<file path="config.mk">
export PLATFORM = sky130hd
export DESIGN_NAME = stepper_phase_sequencer_unit
export DESIGN_NICKNAME = d
export VERILOG_FILES = /design/src/design/sps_pkg.sv /design/src/design/stepper_phase_sequencer_unit.sv
export SDC_FILE = /design/constraint.sdc
export NUM_CORES = 1
export LEC_CHECK = 0
export BUFFER_PORTS_ARGS = -buffer_cell sky130_fd_sc_hd__buf_2
export CAP_MARGIN = 5
export CORE_MARGIN = 3
export CORE_UTILIZATION = 55
export DETAILED_ROUTE_END_ITERATION = 10
export PLACE_DENSITY = 0.81
export RECOVER_POWER = 100
export SLEW_MARGIN = 30
export SYNTH_ARGS = -nofsm -noshare
export SYNTH_HDL_FRONTEND = slang
export SYNTH_SLANG_ARGS = --single-unit
</file>
<file path="constraint.sdc">
create_clock -name clk -period 5.04 [get_ports clk]
set_clock_uncertainty 0.2 [all_clocks]
set_input_delay 0 -clock clk [delete_from_list [all_inputs] [get_ports clk]]
set_output_delay 0 -clock clk [all_outputs]
set_load 0.02 [all_outputs]
</file>
<file path="src/design/sps_pkg.sv">
// shared constants, codes and phase tables for the stepper phase sequencer
`default_nettype none

package sps_pkg;

    // counter width default
    localparam int COUNT_WIDTH_DEF = 16;

    // field widths
    localparam int LEVEL_W    = 10;
    localparam int IDX_W      = 5;
    localparam int WAIT_W     = 14;
    localparam int STEPCNT_W  = 16;
    localparam int CFG_IDX_W  = 2;
    localparam int CFG_DATA_W = 14;

    localparam logic [LEVEL_W-1:0] LEVEL_ON  = 10'd1000;
    localparam logic [LEVEL_W-1:0] LEVEL_OFF = 10'd0;

    // operation codes
    localparam logic [1:0] OP_START = 2'd0;
    localparam logic [1:0] OP_STOP  = 2'd1;
    localparam logic [1:0] OP_TICK  = 2'd2;

    // step modes
    localparam logic [1:0] MODE_WAVE  = 2'd0;
    localparam logic [1:0] MODE_FULL  = 2'd1;
    localparam logic [1:0] MODE_HALF  = 2'd2;
    localparam logic [1:0] MODE_MICRO = 2'd3;

    // configuration register indexes
    localparam logic [CFG_IDX_W-1:0] CFG_STEP_MODE     = 2'd0;
    localparam logic [CFG_IDX_W-1:0] CFG_CLOCKWISE     = 2'd1;
    localparam logic [CFG_IDX_W-1:0] CFG_STEP_INTERVAL = 2'd2;

    typedef logic [LEVEL_W-1:0] level_t;
    typedef logic [IDX_W-1:0]   idx_t;

    localparam logic [3:0] WAVE_TAB = 4'b0001;   // bit i is entry i
    localparam logic [3:0] FULL_TAB = 4'b0011;
    localparam logic [7:0] HALF_TAB = 8'b0000_0111;

    localparam level_t MICRO_TAB [32] = '{
        10'd500, 10'd625, 10'd750, 10'd875, 10'd1000, 10'd875, 10'd750, 10'd625,
        10'd500, 10'd375, 10'd250, 10'd125, 10'd0,    10'd0,   10'd0,   10'd0,
        10'd0,   10'd0,   10'd0,   10'd0,   10'd0,    10'd0,   10'd0,   10'd0,
        10'd0,   10'd0,   10'd0,   10'd0,   10'd0,    10'd125, 10'd250, 10'd375
    };

    localparam logic [1:0] WAVE_OFF_CW  [4] = '{2'd0, 2'd2, 2'd3, 2'd1};
    localparam logic [1:0] WAVE_OFF_CCW [4] = '{2'd0, 2'd2, 2'd1, 2'd3};
    localparam logic [1:0] FULL_OFF_CW  [4] = '{2'd1, 2'd3, 2'd0, 2'd2};
    localparam logic [1:0] FULL_OFF_CCW [4] = '{2'd0, 2'd2, 2'd1, 2'd3};
    localparam logic [2:0] HALF_OFF     [4] = '{3'd0, 3'd4, 3'd2, 3'd6};
    localparam idx_t       MICRO_OFF    [4] = '{5'd0, 5'd16, 5'd8, 5'd24};

    // level of one coil for a mode, direction and phase index
    function automatic level_t phase_level(input logic [1:0] mode, input logic cw,
                                           input logic [1:0] coil, input idx_t idx);
        logic [1:0] p4;
        logic [2:0] p8;
        idx_t       p32;
        level_t     lv;
        p4  = '0;
        p8  = '0;
        p32 = '0;
        case (mode)
            MODE_WAVE:
            begin
                p4 = (cw ? WAVE_OFF_CW[coil] : WAVE_OFF_CCW[coil]) + idx[1:0];
                lv = WAVE_TAB[p4] ? LEVEL_ON : LEVEL_OFF;
            end
            MODE_FULL:
            begin
                p4 = (cw ? FULL_OFF_CW[coil] : FULL_OFF_CCW[coil]) + idx[1:0];
                lv = FULL_TAB[p4] ? LEVEL_ON : LEVEL_OFF;
            end
            MODE_HALF:
            begin
                p8 = HALF_OFF[coil] + idx[2:0];
                lv = HALF_TAB[p8] ? LEVEL_ON : LEVEL_OFF;
            end
            default:
            begin
                p32 = MICRO_OFF[coil] + idx;
                lv  = MICRO_TAB[p32];
            end
        endcase
        return lv;
    endfunction

endpackage

`default_nettype wire

</file>
<file path="src/design/stepper_phase_sequencer_unit.sv">
// top level of the four-coil stepper phase sequencer
`default_nettype none

// channel   | direction | handshake           | payload
// ----------+-----------+---------------------+-----------------------------------------
// input     | in        | in_valid / in_stall | operation, step_count
// result    | out       | out_valid/out_stall | coil_a..d_level, step_strobe, busy_res
// config    | in        | cfg_we              | cfg_index, cfg_data
//
// one beat in, one beat out; each beat's result is registered after the update logic,
// and one beat per cycle is sustained while the result side keeps up
// results sit in an output register backed by a one-entry skid register, so a
// new beat is taken while a result waits; input stalls only when both are full
// reset clears control state and the sequencer state and sets the config registers to defaults

module stepper_phase_sequencer_unit
    import sps_pkg::*;
#(
    parameter int COUNT_WIDTH = COUNT_WIDTH_DEF
)
(
    input  wire logic                   clk,
    input  wire logic                   rst_n,

    input  wire logic                   cfg_we,
    input  wire logic [CFG_IDX_W-1:0]   cfg_index,
    input  wire logic [CFG_DATA_W-1:0]  cfg_data,

    input  wire logic                   in_valid,
    output logic                        in_stall,
    input  wire logic [1:0]             operation,
    input  wire logic [STEPCNT_W-1:0]   step_count,

    output logic                        out_valid,
    input  wire logic                   out_stall,
    output logic [LEVEL_W-1:0]          coil_a_level,
    output logic [LEVEL_W-1:0]          coil_b_level,
    output logic [LEVEL_W-1:0]          coil_c_level,
    output logic [LEVEL_W-1:0]          coil_d_level,
    output logic                        step_strobe,
    output logic                        busy_res
);

    // wide enough to compare the 16-bit count against the counter maximum
    localparam int EXT_W = (COUNT_WIDTH > STEPCNT_W) ? COUNT_WIDTH : STEPCNT_W;
    localparam logic [EXT_W-1:0] CNT_MAX = EXT_W'({COUNT_WIDTH{1'b1}});

    typedef struct packed {
        level_t [3:0] levels;
        logic         strobe;
        logic         busy;
    } result_t;

    // configuration registers
    logic [1:0]        step_mode_reg;
    logic              clockwise_reg;
    logic [WAIT_W-1:0] step_interval_reg;

    // sequencer state
    idx_t                   phase_index_reg, phase_index_next;
    logic [COUNT_WIDTH-1:0] steps_left_reg,  steps_left_next;
    logic [WAIT_W-1:0]      wait_count_reg,  wait_count_next;
    logic                   moving_reg,      moving_next;
    level_t [3:0]           coil_levels_reg, coil_levels_next;

    // result buffering
    logic    out_valid_reg, out_valid_next;
    logic    skid_valid_reg, skid_valid_next;
    result_t out_data_reg, out_data_next;
    result_t skid_data_reg, skid_data_next;
    result_t result;

    logic in_fire;
    logic out_free;

    logic [EXT_W-1:0]  cnt_ext;
    logic [WAIT_W-1:0] lim;
    logic [WAIT_W:0]   wait_inc;
    logic              strobe;

    assign in_stall = skid_valid_reg;
    assign in_fire  = in_valid && !in_stall;
    assign out_free = !out_valid_reg || !out_stall;

    // config writes, unknown index ignored
    always_ff @(posedge clk or negedge rst_n)
    begin
        if (!rst_n)
        begin
            step_mode_reg     <= MODE_WAVE;
            clockwise_reg     <= 1'b1;
            step_interval_reg <= WAIT_W'(100);
        end
        else if (cfg_we)
        begin
            case (cfg_index)
                CFG_STEP_MODE:     step_mode_reg     <= cfg_data[1:0];
                CFG_CLOCKWISE:     clockwise_reg     <= cfg_data[0];
                CFG_STEP_INTERVAL: step_interval_reg <= cfg_data[WAIT_W-1:0];
                default:           ;
            endcase
        end
    end

    // per-beat update of the sequencer
    always_comb
    begin
        phase_index_next = phase_index_reg;
        steps_left_next  = steps_left_reg;
        wait_count_next  = wait_count_reg;
        moving_next      = moving_reg;
        coil_levels_next = coil_levels_reg;
        strobe           = 1'b0;

        // count saturates to the counter maximum
        cnt_ext  = EXT_W'(step_count);
        // an interval of zero behaves as one
        lim      = (step_interval_reg == '0) ? WAIT_W'(1) : step_interval_reg;
        wait_inc = {1'b0, wait_count_reg} + 1'b1;

        case (operation)
            OP_START:
            begin
                steps_left_next  = (cnt_ext > CNT_MAX) ? COUNT_WIDTH'(CNT_MAX)
                                                       : COUNT_WIDTH'(cnt_ext);
                phase_index_next = '0;
                wait_count_next  = '0;
                moving_next      = (step_count != '0);
            end
            OP_STOP:
            begin
                moving_next = 1'b0;
            end
            OP_TICK:
            begin
                if (moving_reg && steps_left_reg != '0)
                begin
                    if (wait_inc >= {1'b0, lim})
                    begin
                        wait_count_next = '0;
                        for (int k = 0; k < 4; k++)
                        begin
                            coil_levels_next[k] = phase_level(step_mode_reg, clockwise_reg,
                                                              2'(k), phase_index_reg);
                        end
                        // half and micro walk the table backward for clockwise
                        if (step_mode_reg[1] && clockwise_reg)
                            phase_index_next = phase_index_reg - 1'b1;
                        else
                            phase_index_next = phase_index_reg + 1'b1;
                        strobe          = 1'b1;
                        steps_left_next = steps_left_reg - 1'b1;
                        if (steps_left_next == '0)
                            moving_next = 1'b0;
                    end
                    else
                    begin
                        wait_count_next = wait_inc[WAIT_W-1:0];
                    end
                end
            end
            default: ;
        endcase

        result.levels = coil_levels_next;
        result.strobe = strobe;
        result.busy   = moving_next && (steps_left_next != '0);
    end

    always_ff @(posedge clk or negedge rst_n)
    begin
        if (!rst_n)
        begin
            phase_index_reg <= '0;
            steps_left_reg  <= '0;
            wait_count_reg  <= '0;
            moving_reg      <= 1'b0;
            coil_levels_reg <= '0;
        end
        else if (in_fire)
        begin
            phase_index_reg <= phase_index_next;
            steps_left_reg  <= steps_left_next;
            wait_count_reg  <= wait_count_next;
            moving_reg      <= moving_next;
            coil_levels_reg <= coil_levels_next;
        end
    end

    // output register with skid backup, order kept: skid drains first
    always_comb
    begin
        out_valid_next  = out_valid_reg;
        skid_valid_next = skid_valid_reg;
        out_data_next   = out_data_reg;
        skid_data_next  = skid_data_reg;
        if (out_free)
        begin
            if (skid_valid_reg)
            begin
                out_valid_next  = 1'b1;
                out_data_next   = skid_data_reg;
                skid_valid_next = 1'b0;
            end
            else if (in_fire)
            begin
                out_valid_next = 1'b1;
                out_data_next  = result;
            end
            else
            begin
                out_valid_next = 1'b0;
            end
        end
        else if (in_fire)
        begin
            skid_valid_next = 1'b1;
            skid_data_next  = result;
        end
    end

    always_ff @(posedge clk or negedge rst_n)
    begin
        if (!rst_n)
        begin
            out_valid_reg  <= 1'b0;
            skid_valid_reg <= 1'b0;
        end
        else
        begin
            out_valid_reg  <= out_valid_next;
            skid_valid_reg <= skid_valid_next;
        end
    end

    always_ff @(posedge clk)
    begin
        out_data_reg  <= out_data_next;
        skid_data_reg <= skid_data_next;
    end

    assign out_valid    = out_valid_reg;
    assign coil_a_level = out_data_reg.levels[0];
    assign coil_b_level = out_data_reg.levels[1];
    assign coil_c_level = out_data_reg.levels[2];
    assign coil_d_level = out_data_reg.levels[3];
    assign step_strobe  = out_data_reg.strobe;
    assign busy_res     = out_data_reg.busy;

endmodule

`default_nettype wire
</file>
---- After elaboration in Yosys (flattened, before gate mapping) ----
Memory sizes are Yosys's and may differ from the RTL's.
Cells that the tools add are included.
storage, ports and cells
  flip-flop bits (word level) ............. 179
  ROM bits ................................ 1312
  input port bits ......................... 39
  output and inout port bits .............. 44
  word-level logic and storage cells ...... 185
  memories ................................ 8
cells by class
  add/subtract/negate cells ............... 17
  $lt $le $gt $ge ......................... 18
  equal/unequal tests ..................... 8
  mux-type cells .......................... 78
  bitwise gates (word level) .............. 5
  reductions and logical operators ........ 26
memories
  name              depth  width  rd ports  clocked after memory_dff  wr ports  RTL line       text
  (name not given)  32     10     1         0                         0         sps_pkg.sv:86  lv = MICRO_TAB[p32];
  (name not given)  32     10     1         0                         0         sps_pkg.sv:86
  (name not given)  32     10     1         0                         0         sps_pkg.sv:86
  (name not given)  32     10     1         0                         0         sps_pkg.sv:86
  (name not given)  8      1      1         0                         0         sps_pkg.sv:81  lv = HALF_TAB[p8] ? LEVEL_ON : LEVEL_OFF;
  (name not given)  8      1      1         0                         0         sps_pkg.sv:81
  +2 memories       --     --     --        --                        --        --
operator list
  operator                 number
  $mux W10                 20
  $mux W40                 3
  $pmux W10 S3             4
  $mux W42                 2
  $mux W16                 3
  $reduce_bool A16 Y1      3
  $mux W14                 3
  $pmux W16 S2             1
  $pmux W14 S2             1
  $mux W1                  26
  $ge A6 B6 Y1 const B     4
  $lt A2 B3 Y1 const B     8
  $not A5 Y6               4
  $bmux W1 S2              8
  $gt A16 B16 Y1 const B   1
  $logic_not A16 Y1        1
  $lt A3 B4 Y1 const B     4
  $sub A16 B1 Y16 const B  1
  $add A14 B1 Y15 const B  1
  $ge A15 B14 Y1           1
  $mux W5                  3
  $logic_not A14 Y1        1
  $add A5 B5 Y5 const A    2
  $pmux W5 S2              1
  22 further kinds         46

---- Longest topological paths before layout ----
Gate-level depths: netlist of the first run.
  depth in word-level cells ............... 11
  depth in mapped cells ................... 17

---- Least setup slack after synthesis of the first run ----
OpenSTA, ideal clock, no wires.
  kind .................................... reg-to-reg
  start ................................... register skid_valid_reg, in the netlist in_stall
  end ..................................... register out_data_reg, in the netlist busy_res (enable)
  library setup time ...................... 0.455 ns
  data arrival time ....................... 3.209 ns
  data required time ...................... 4.385 ns
  path slack .............................. 1.175 ns
  stages on the path, launching flop included .. 5
  buffers on the path ..................... 2
  cell sequence ........................... dfrtp_1 -> clkbuf_1 -> clkbuf_1 -> nor2_1 -> a21oi_1
between the ends
  longest elaborated chain between the ends .. 4
ends and longest elaborated chain
  item                                     RTL line                             text
  from (decl)                              stepper_phase_sequencer_unit.sv:68   logic skid_valid_reg, skid_valid_next;
  from (signal assigned)                   stepper_phase_sequencer_unit.sv:232  skid_valid_reg <= skid_valid_next;
  $logic_not A1 Y1                         stepper_phase_sequencer_unit.sv:82   assign in_fire = in_valid && !in_stall;
  $logic_and A1 B1 Y1                      stepper_phase_sequencer_unit.sv:82
  $reduce_bool A2 Y1 (no source line) (*)  --
  $reduce_and A2 Y1 (no source line) (*)   --
  to (signal assigned)                     stepper_phase_sequencer_unit.sv:238  out_data_reg <= out_data_next;
  to (decl)                                stepper_phase_sequencer_unit.sv:69   result_t out_data_reg, out_data_next;
Every way passes the cells marked *; elsewhere a longest branch is shown, timed or not.
A chain may end at the register's enable or synchronous reset.

==> key figures, run 1 <==
Drt
  • Routed Antenna Nets: 0
  • Drt initial violations: 688
  • Via density per instance: 5.98
  • DR WL/cell: 18.1 microns
  • Via count: 7837
  • Post-route DRC: 0
  • Pre-antenna DRT Iters: 5
  • Final WL: 23800 microns

Floorplan
  • Starting Density: 56.2%
  • Horiz. Die Dim: 139 microns
  • Total Die Area: 19300 sq um
  • Core ar.: 17300 sq um
  • Die H: 139 microns
  • I/O Pins: 83
  • Row count: 48

Timing
  • Setup_tns: 0 ps
  • Fin crit share: 97.0%
  • Slew Limit Fails: 138
  • Worst slew pin tran: 2700 ps
  • Fin. Hold Viols: 0
  • Period minus WS final: 4890 ps
  • Rel. slew slack: -79.8%
  • Final worst setup slack: 150 ps
  • Max frequency: 205 MHz
  • Final setup fails: 0

Logic synthesis
  • Predominant post-synthesis flop cell: dfrtp_1
  • Netlist Area Pre-Place: 9730 sq um
  • Ys Warns: 0
  • Synth async-reset ratio: 53.1%
  • Seq/Total Area, Yosys: 50.4%
  • Mapped Cells: 973
  • Synthesized net count: 1043
  • Dominant cell by count in the synthesized netlist: nand2_1
  • Leading area contributor after synthesis: edfxtp_1
  • Top post-synthesis cells by area: edfxtp_1 (26%), dfrtp_1 (23%), nand2_1 (5.5%)
  • Register bit total from synthesis: 179
  • Netlist cell types: 71
  • Yosys top cell area share: 25.9%
  • Avg Cell Area, Syn: 10.0 sq um
  • Synth top cells by count: nand2_1 (143), o21ai_0 (97), dfrtp_1 (91), edfxtp_1 (84), nor2_1 (66)
  • Number of flops mapped to enable cells by yosys: 84

Hold path
  • WHS Path Cells: 6
  • Worst Hold Path EP: moving_reg
  • HP Class: primary input to register
  • Hold path startpoint: step_count[0]

Layout
  • Max FFs per register: 42
  • Nets: 1143
  • Fin util: 65.1%
  • ANT cells: 0
  • Layout area overhead: 15.7%
  • Share of layout cells above drive strength 1: 13.3%
  • Post-route insts no fill: 1311

Clock network
  • Clock Pin Slew Worst Setup and Hold Paths: 70 ps
  • Root Driver: clkbuf_16
  • Total CTS buffers: 17
  • Sink Count: 179
  • TritonCTS clock tree: yes
  • Clk_lat worst skew: 440 ps
  • Post-CTS setup buffers: 0
  • H-tree levels: 4
  • Max Root-Sink Buffers: 2

Outcome
  • Failing checks: max-capacitance violations, max-slew violations
  • Outcome: finished with violations

Worst setup path
  • Arr. time, crit path: 4870 ps
  • R2R setup slack: 150 ps
  • CP max FO: 7
  • CP endpoint kind: register
  • CP required: 5020 ps
  • Critical path launch point type: register
  • Worst R2R End: skid_data_reg[0]
  • Beginning of the worst register-to-register path: wait_count_reg[2]
  • CP Class: register to register
  • Reg2Reg Depth: 16

Global route
  • First-pass GRT wire length: 39000 microns
  • Initial antenna violation count: 0
  • GRT overflow: 0
  • Largest net degree at the start of global routing: 72
  • Vias in the first global route: 7688
  • Global Route Usage Sum: 24.8%

Pwr
  • Power Total: 4.09 mW
  • Leak: 4.74 nW
  • PD cells: 364 nW/um^2
  • Peak supply drop: 0.275 mV

Flow run
  • Max-Cap Viols: 4

Placement
  • I/O Buffers: 82
  • DP HPWL: 15400 microns
  • Gpl congestion: 0.978
  • Dpl cells: 1232
  • Pre-CTS setup slack: 583 ps
[repair_timing]
action | CTS | global route
hold buffers | 47 | 0
hold endpoints to repair | 127 | 0
setup endpoints to repair | 0 | 1
gates resized for setup | 0 | 6
[worst max path at each step]
stage | depth (start not counted) | to | from | slack, ps
finish | 16 | skid_data_reg[0] | wait_count_reg[2] | 150
CTS | 15 | skid_data_reg[0] | wait_count_reg[0] | 20
detailed placement | 16 | coil_d_level[6] | wait_count_reg[2] | 580
global route | 16 | skid_data_reg[0] | wait_count_reg[2] | -30
floorplan | 4 | busy_res | in_stall | 1180
global placement | 16 | coil_d_level[6] | wait_count_reg[2] | 830
[kinds of logic (layout without fill, tap and decap cells)]
group           after synthesis  count (layout)  share of synthesized area (%)
flops                       179             179                           50.4
mux                          53              53                           6.39
compound gates              258             258                           17.1
buf+inv                     117             230                           5.03
simple gates                309             309                           14.7
fa+ha+maj                    31              31                           4.06
xor+xnor                     26              26                           2.34
[routing by layer]
metal  global-route usage [%]  vias up  wire, microns
li1                         -     3694              -
met1                     33.9     3795          10300
met2                     39.9      299          11500
met3                     5.34       49           1450
met4                     8.08        0            529
met5                        0        -              0
[layout by cell type (no fill, tap or decap), drive strengths merged, types with 16 or more instances in the layout]
master / Yosys / routed
a21oi: 39 / 39
buf: 18 / 43
clkbuf: 42 / 69
dfrtp: 91 / 91
dlygate4sd3: 0 / 46
edfxtp: 84 / 84
ha: 30 / 30
inv: 57 / 63
mux2: 49 / 49
nand2: 144 / 144
nand3: 21 / 21
nor2: 70 / 70
nor4: 16 / 16
o21ai: 115 / 115
[area by class of cell]
cell class	count	area (sq um)
timing repair buffer	141	890
sequential	179	4910
tap	225	282
fill	1391	6040
clock inverter	15	215
clock buffer	17	425
multi-input combinational	677	4320
inverter	57	214
[critical path: stages (launching register included)]
cell and delay [ps]:
dfrtp_1 450, and3_1 210, and3_1 240, and2_1 220
nand4_1 130, xnor2_1 180, ha_1 360, nand4_1 170
nor4_2 380, a311oi_2 100, o21a_1 250, nor2_4 180
nand4_1 120, a31oi_2 260, dlygate4sd3_1 580, nor2_1 50
dlygate4sd3_1 560
[where the power goes]
group	switching [mW]	internal (mW)	leakage, nW
Combinational	0.538	0.310	2.37
Sequential	0.149	1.69	2.06
Clock	0.638	0.765	0.307
[per-stage QoR]
stage,hold slack [ps],instance area (sq um)
finish,90.1,11300
floorplan,-496,9730
CTS,108,11400
detailed placement,-113,10300
global placement,-117,10300
global route,128,11300
(Power assumes the default switching activity.)
==> inputs of run 2 (changes only) <==
--- a/config.mk
+++ b/config.mk
@@ -13,4 +13,5 @@
 export PLACE_DENSITY = 0.81
 export RECOVER_POWER = 100
+export SETUP_SLACK_MARGIN = 0.4
 export SLEW_MARGIN = 30
 export SYNTH_ARGS = -nofsm -noshare
==> constraint.sdc (replaced) <==
create_clock -name clk -period 5.04 [get_ports clk]
set_clock_uncertainty 0.2 [all_clocks]
set_input_delay 0.504 -clock clk [delete_from_list [all_inputs] [get_ports clk]]
set_output_delay 0.504 -clock clk [all_outputs]
set_load 0.02 [all_outputs]
==> run 2 against run 1 <==
The run still ends with max-capacitance violations, max-slew violations left. Cell area fell by 4.5%. Sequential share of layout area increased by 2.0 points. Highest routed layer unchanged. Register-to-register slack gained 430 ps. First-iteration DRC count grew 8.4%. Global-route usage is 0.95 points lower. Critical path depth is 2 lower.
==> key figures, run 2 (same netlist as run 1, synthesis figures left out) <==
Floorplan
  • Starting Density: 56.2% (unchanged)
  • Core ar.: 17300 sq um (unchanged)
  • Horiz. Die Dim: 139 microns (unchanged)
  • Total Die Area: 19300 sq um (unchanged)
  • Row count: 48 (unchanged)
  • Die H: 139 microns (unchanged)
  • I/O Pins: 83 (unchanged)

Clock network
  • TritonCTS clock tree: yes
  • Clk_lat worst skew: 440 ps (about the same)
  • Sink Count: 179 (unchanged)
  • Root Driver: clkbuf_16
  • Total CTS buffers: 17 (unchanged)
  • Post-CTS setup buffers: 0 (unchanged)
  • H-tree levels: 4 (unchanged)
  • Clock Pin Slew Worst Setup and Hold Paths: 70 ps (about the same)
  • Max Root-Sink Buffers: 2 (unchanged)

Drt
  • DR WL/cell: 17.9 microns (-1.0%)
  • Post-route DRC: 0 (unchanged)
  • Routed Antenna Nets: 0 (unchanged)
  • Final WL: 22700 microns (-4.4%)
  • Drt initial violations: 746 (+8.4%)
  • Via density per instance: 5.95 (-0.41%)
  • Pre-antenna DRT Iters: 5 (unchanged)
  • Via count: 7537 (-3.8%)

Global route
  • Initial antenna violation count: 0 (unchanged)
  • First-pass GRT wire length: 37600 microns (-3.8%)
  • Largest net degree at the start of global routing: 72 (unchanged)
  • Global Route Usage Sum: 23.8% (-0.95 points)
  • Vias in the first global route: 7277 (-5.3%)
  • GRT overflow: 0 (unchanged)

Placement
  • Pre-CTS setup slack: 644 ps (+60.8 ps)
  • DP HPWL: 15400 microns (-0.30%)
  • I/O Buffers: 82 (unchanged)
  • Dpl cells: 1233 (+0.081%)
  • Gpl congestion: 0.979 (+0.10%)

Worst setup path
  • CP required: 5040 ps (+20 ps)
  • CP max-delay cell: dfrtp_1
  • Top cell family by delay on the critical path: compound AO/OA/AOI/OAI gates
  • WP buf/inv: 1 (-1)
  • CP cell instances: ha_1 > nand2_1 > nor4_2 > xor2_1 > ha_1 > a21o_1 > a21o_1 > a311oi_2 > o21ai_0 > nand3_4 > buf_4 > mux2i_1 > a211oi_1 > o31ai_1
  • Critical path launch point type: register
  • CP endpoint kind: register
  • CP Class: register to register
  • Arr. time, crit path: 4460 ps (-410 ps)
  • Max incr delay on CP: 420 ps (-160 ps)
  • CP max FO: 24 (+17)

Timing
  • Final setup fails: 0 (unchanged)
  • Fin. Hold Viols: 0 (unchanged)
  • Slew Limit Fails: 99 (-28%)
  • RSZ-0062 raised after global routing: false
  • Fin crit share: 88.4% (-8.6 points)
  • Setup_tns: 0 ps (unchanged)
  • Final worst setup slack: 582 ps (+432 ps)
  • Worst slew pin tran: 2980 ps (+283 ps)
  • Max frequency: 224 MHz (+9.7%)
  • Period minus WS final: 4460 ps (-432 ps)
  • Rel. slew slack: -98.6% (-19 points)
  • Final hold slack: 89.5 ps (-0.553 ps)

Layout
  • Layout area overhead: 10.5%
  • Share of layout cells above drive strength 1: 13.2% (-0.099 points)
  • Nets: 1098 (-3.9%)
  • ANT cells: 0 (unchanged)
  • Most common cell after layout, fill and taps aside: nand2_1
  • Commonest cells after routing, fill and taps aside: nand2_1 (143), o21ai_0 (113), dfrtp_1 (90)
  • Post-route insts no fill: 1266 (-3.4%)
  • Max FFs per register: 42 (unchanged)

Pwr
  • Leak: 4.51 nW (-4.9%)
  • Peak supply drop: 0.282 mV (+2.4%)
  • Power Total: 4.02 mW (-1.9%)
  • PD cells: 374 nW/um^2 (+2.6%)

Hold path
  • HP Class: primary input to register

Flow run
  • Max-Cap Viols: 3 (-1)

Outcome
  • Failing checks: max-capacitance violations, max-slew violations
  • Outcome: finished with violations
## run 2: worst paths after layout
kind | cells past startpoint | endpoint | slack, ps | start
max in group asynchronous | 3 | coil_levels_reg[33] | 930 | rst_n
worst max register to register | 14 | busy_res | 580 | wait_count_reg[0]
min in group asynchronous | 2 | wait_count_reg[5] | 1380 | rst_n
worst min-delay path | 2 | step_interval_reg[4] | 90 | cfg_data[4]
worst max-delay path | 14 | busy_res | 580 | wait_count_reg[0]
worst min register to register | 2 | coil_levels_reg[12] | 280 | coil_levels_reg[12]
## run 2: final cells by class
class / instances / area, sq um
Multi-Input combinational cell: 677 / 4290
Timing Repair Buffer: 96 / 442
Sequential cell: 179 / 4910
Fill cell: 1459 / 6550
Inverter: 57 / 219
Clock inverter: 15 / 186
Tap cell: 225 / 282
Clock buffer: 17 / 425
## run 2: per-stage QoR
step	utilization, %	cell area [sq um]
floorplan	-	9730
global placement	59.4	10300
detailed placement	59.4	10300
CTS	63.0	10900
global route	62.1	10700
finish	62.1	10700
## run 2: layer usage
layer	vias up	GRT usage (%)	share of wire, %
li1	3604	-	-
met1	3629	34.0	45
met2	269	37.6	48
met3	35	4.55	5.2
met4	0	7.11	1.7
met5	-	0	0
## run 2: timing repair
| action | 4_1_cts | 5_1_grt |
|---|---|---|
| endpoints found under the hold margin | 48 | 0 |
| endpoints found under the setup margin | 0 | 35 |
| gates resized for setup | 0 | 3 |
| hold buffers | 1 | 0 |
## run 2: report_power, final
| group | switching (mW) | internal (mW) | leakage [nW] |
|---|---|---|---|
| registers | 0.147 | 1.69 | 2.06 |
| clock network | 0.653 | 0.713 | 0.288 |
| logic | 0.524 | 0.283 | 2.16 |
| total | 1.32 | 2.69 | 4.51 |
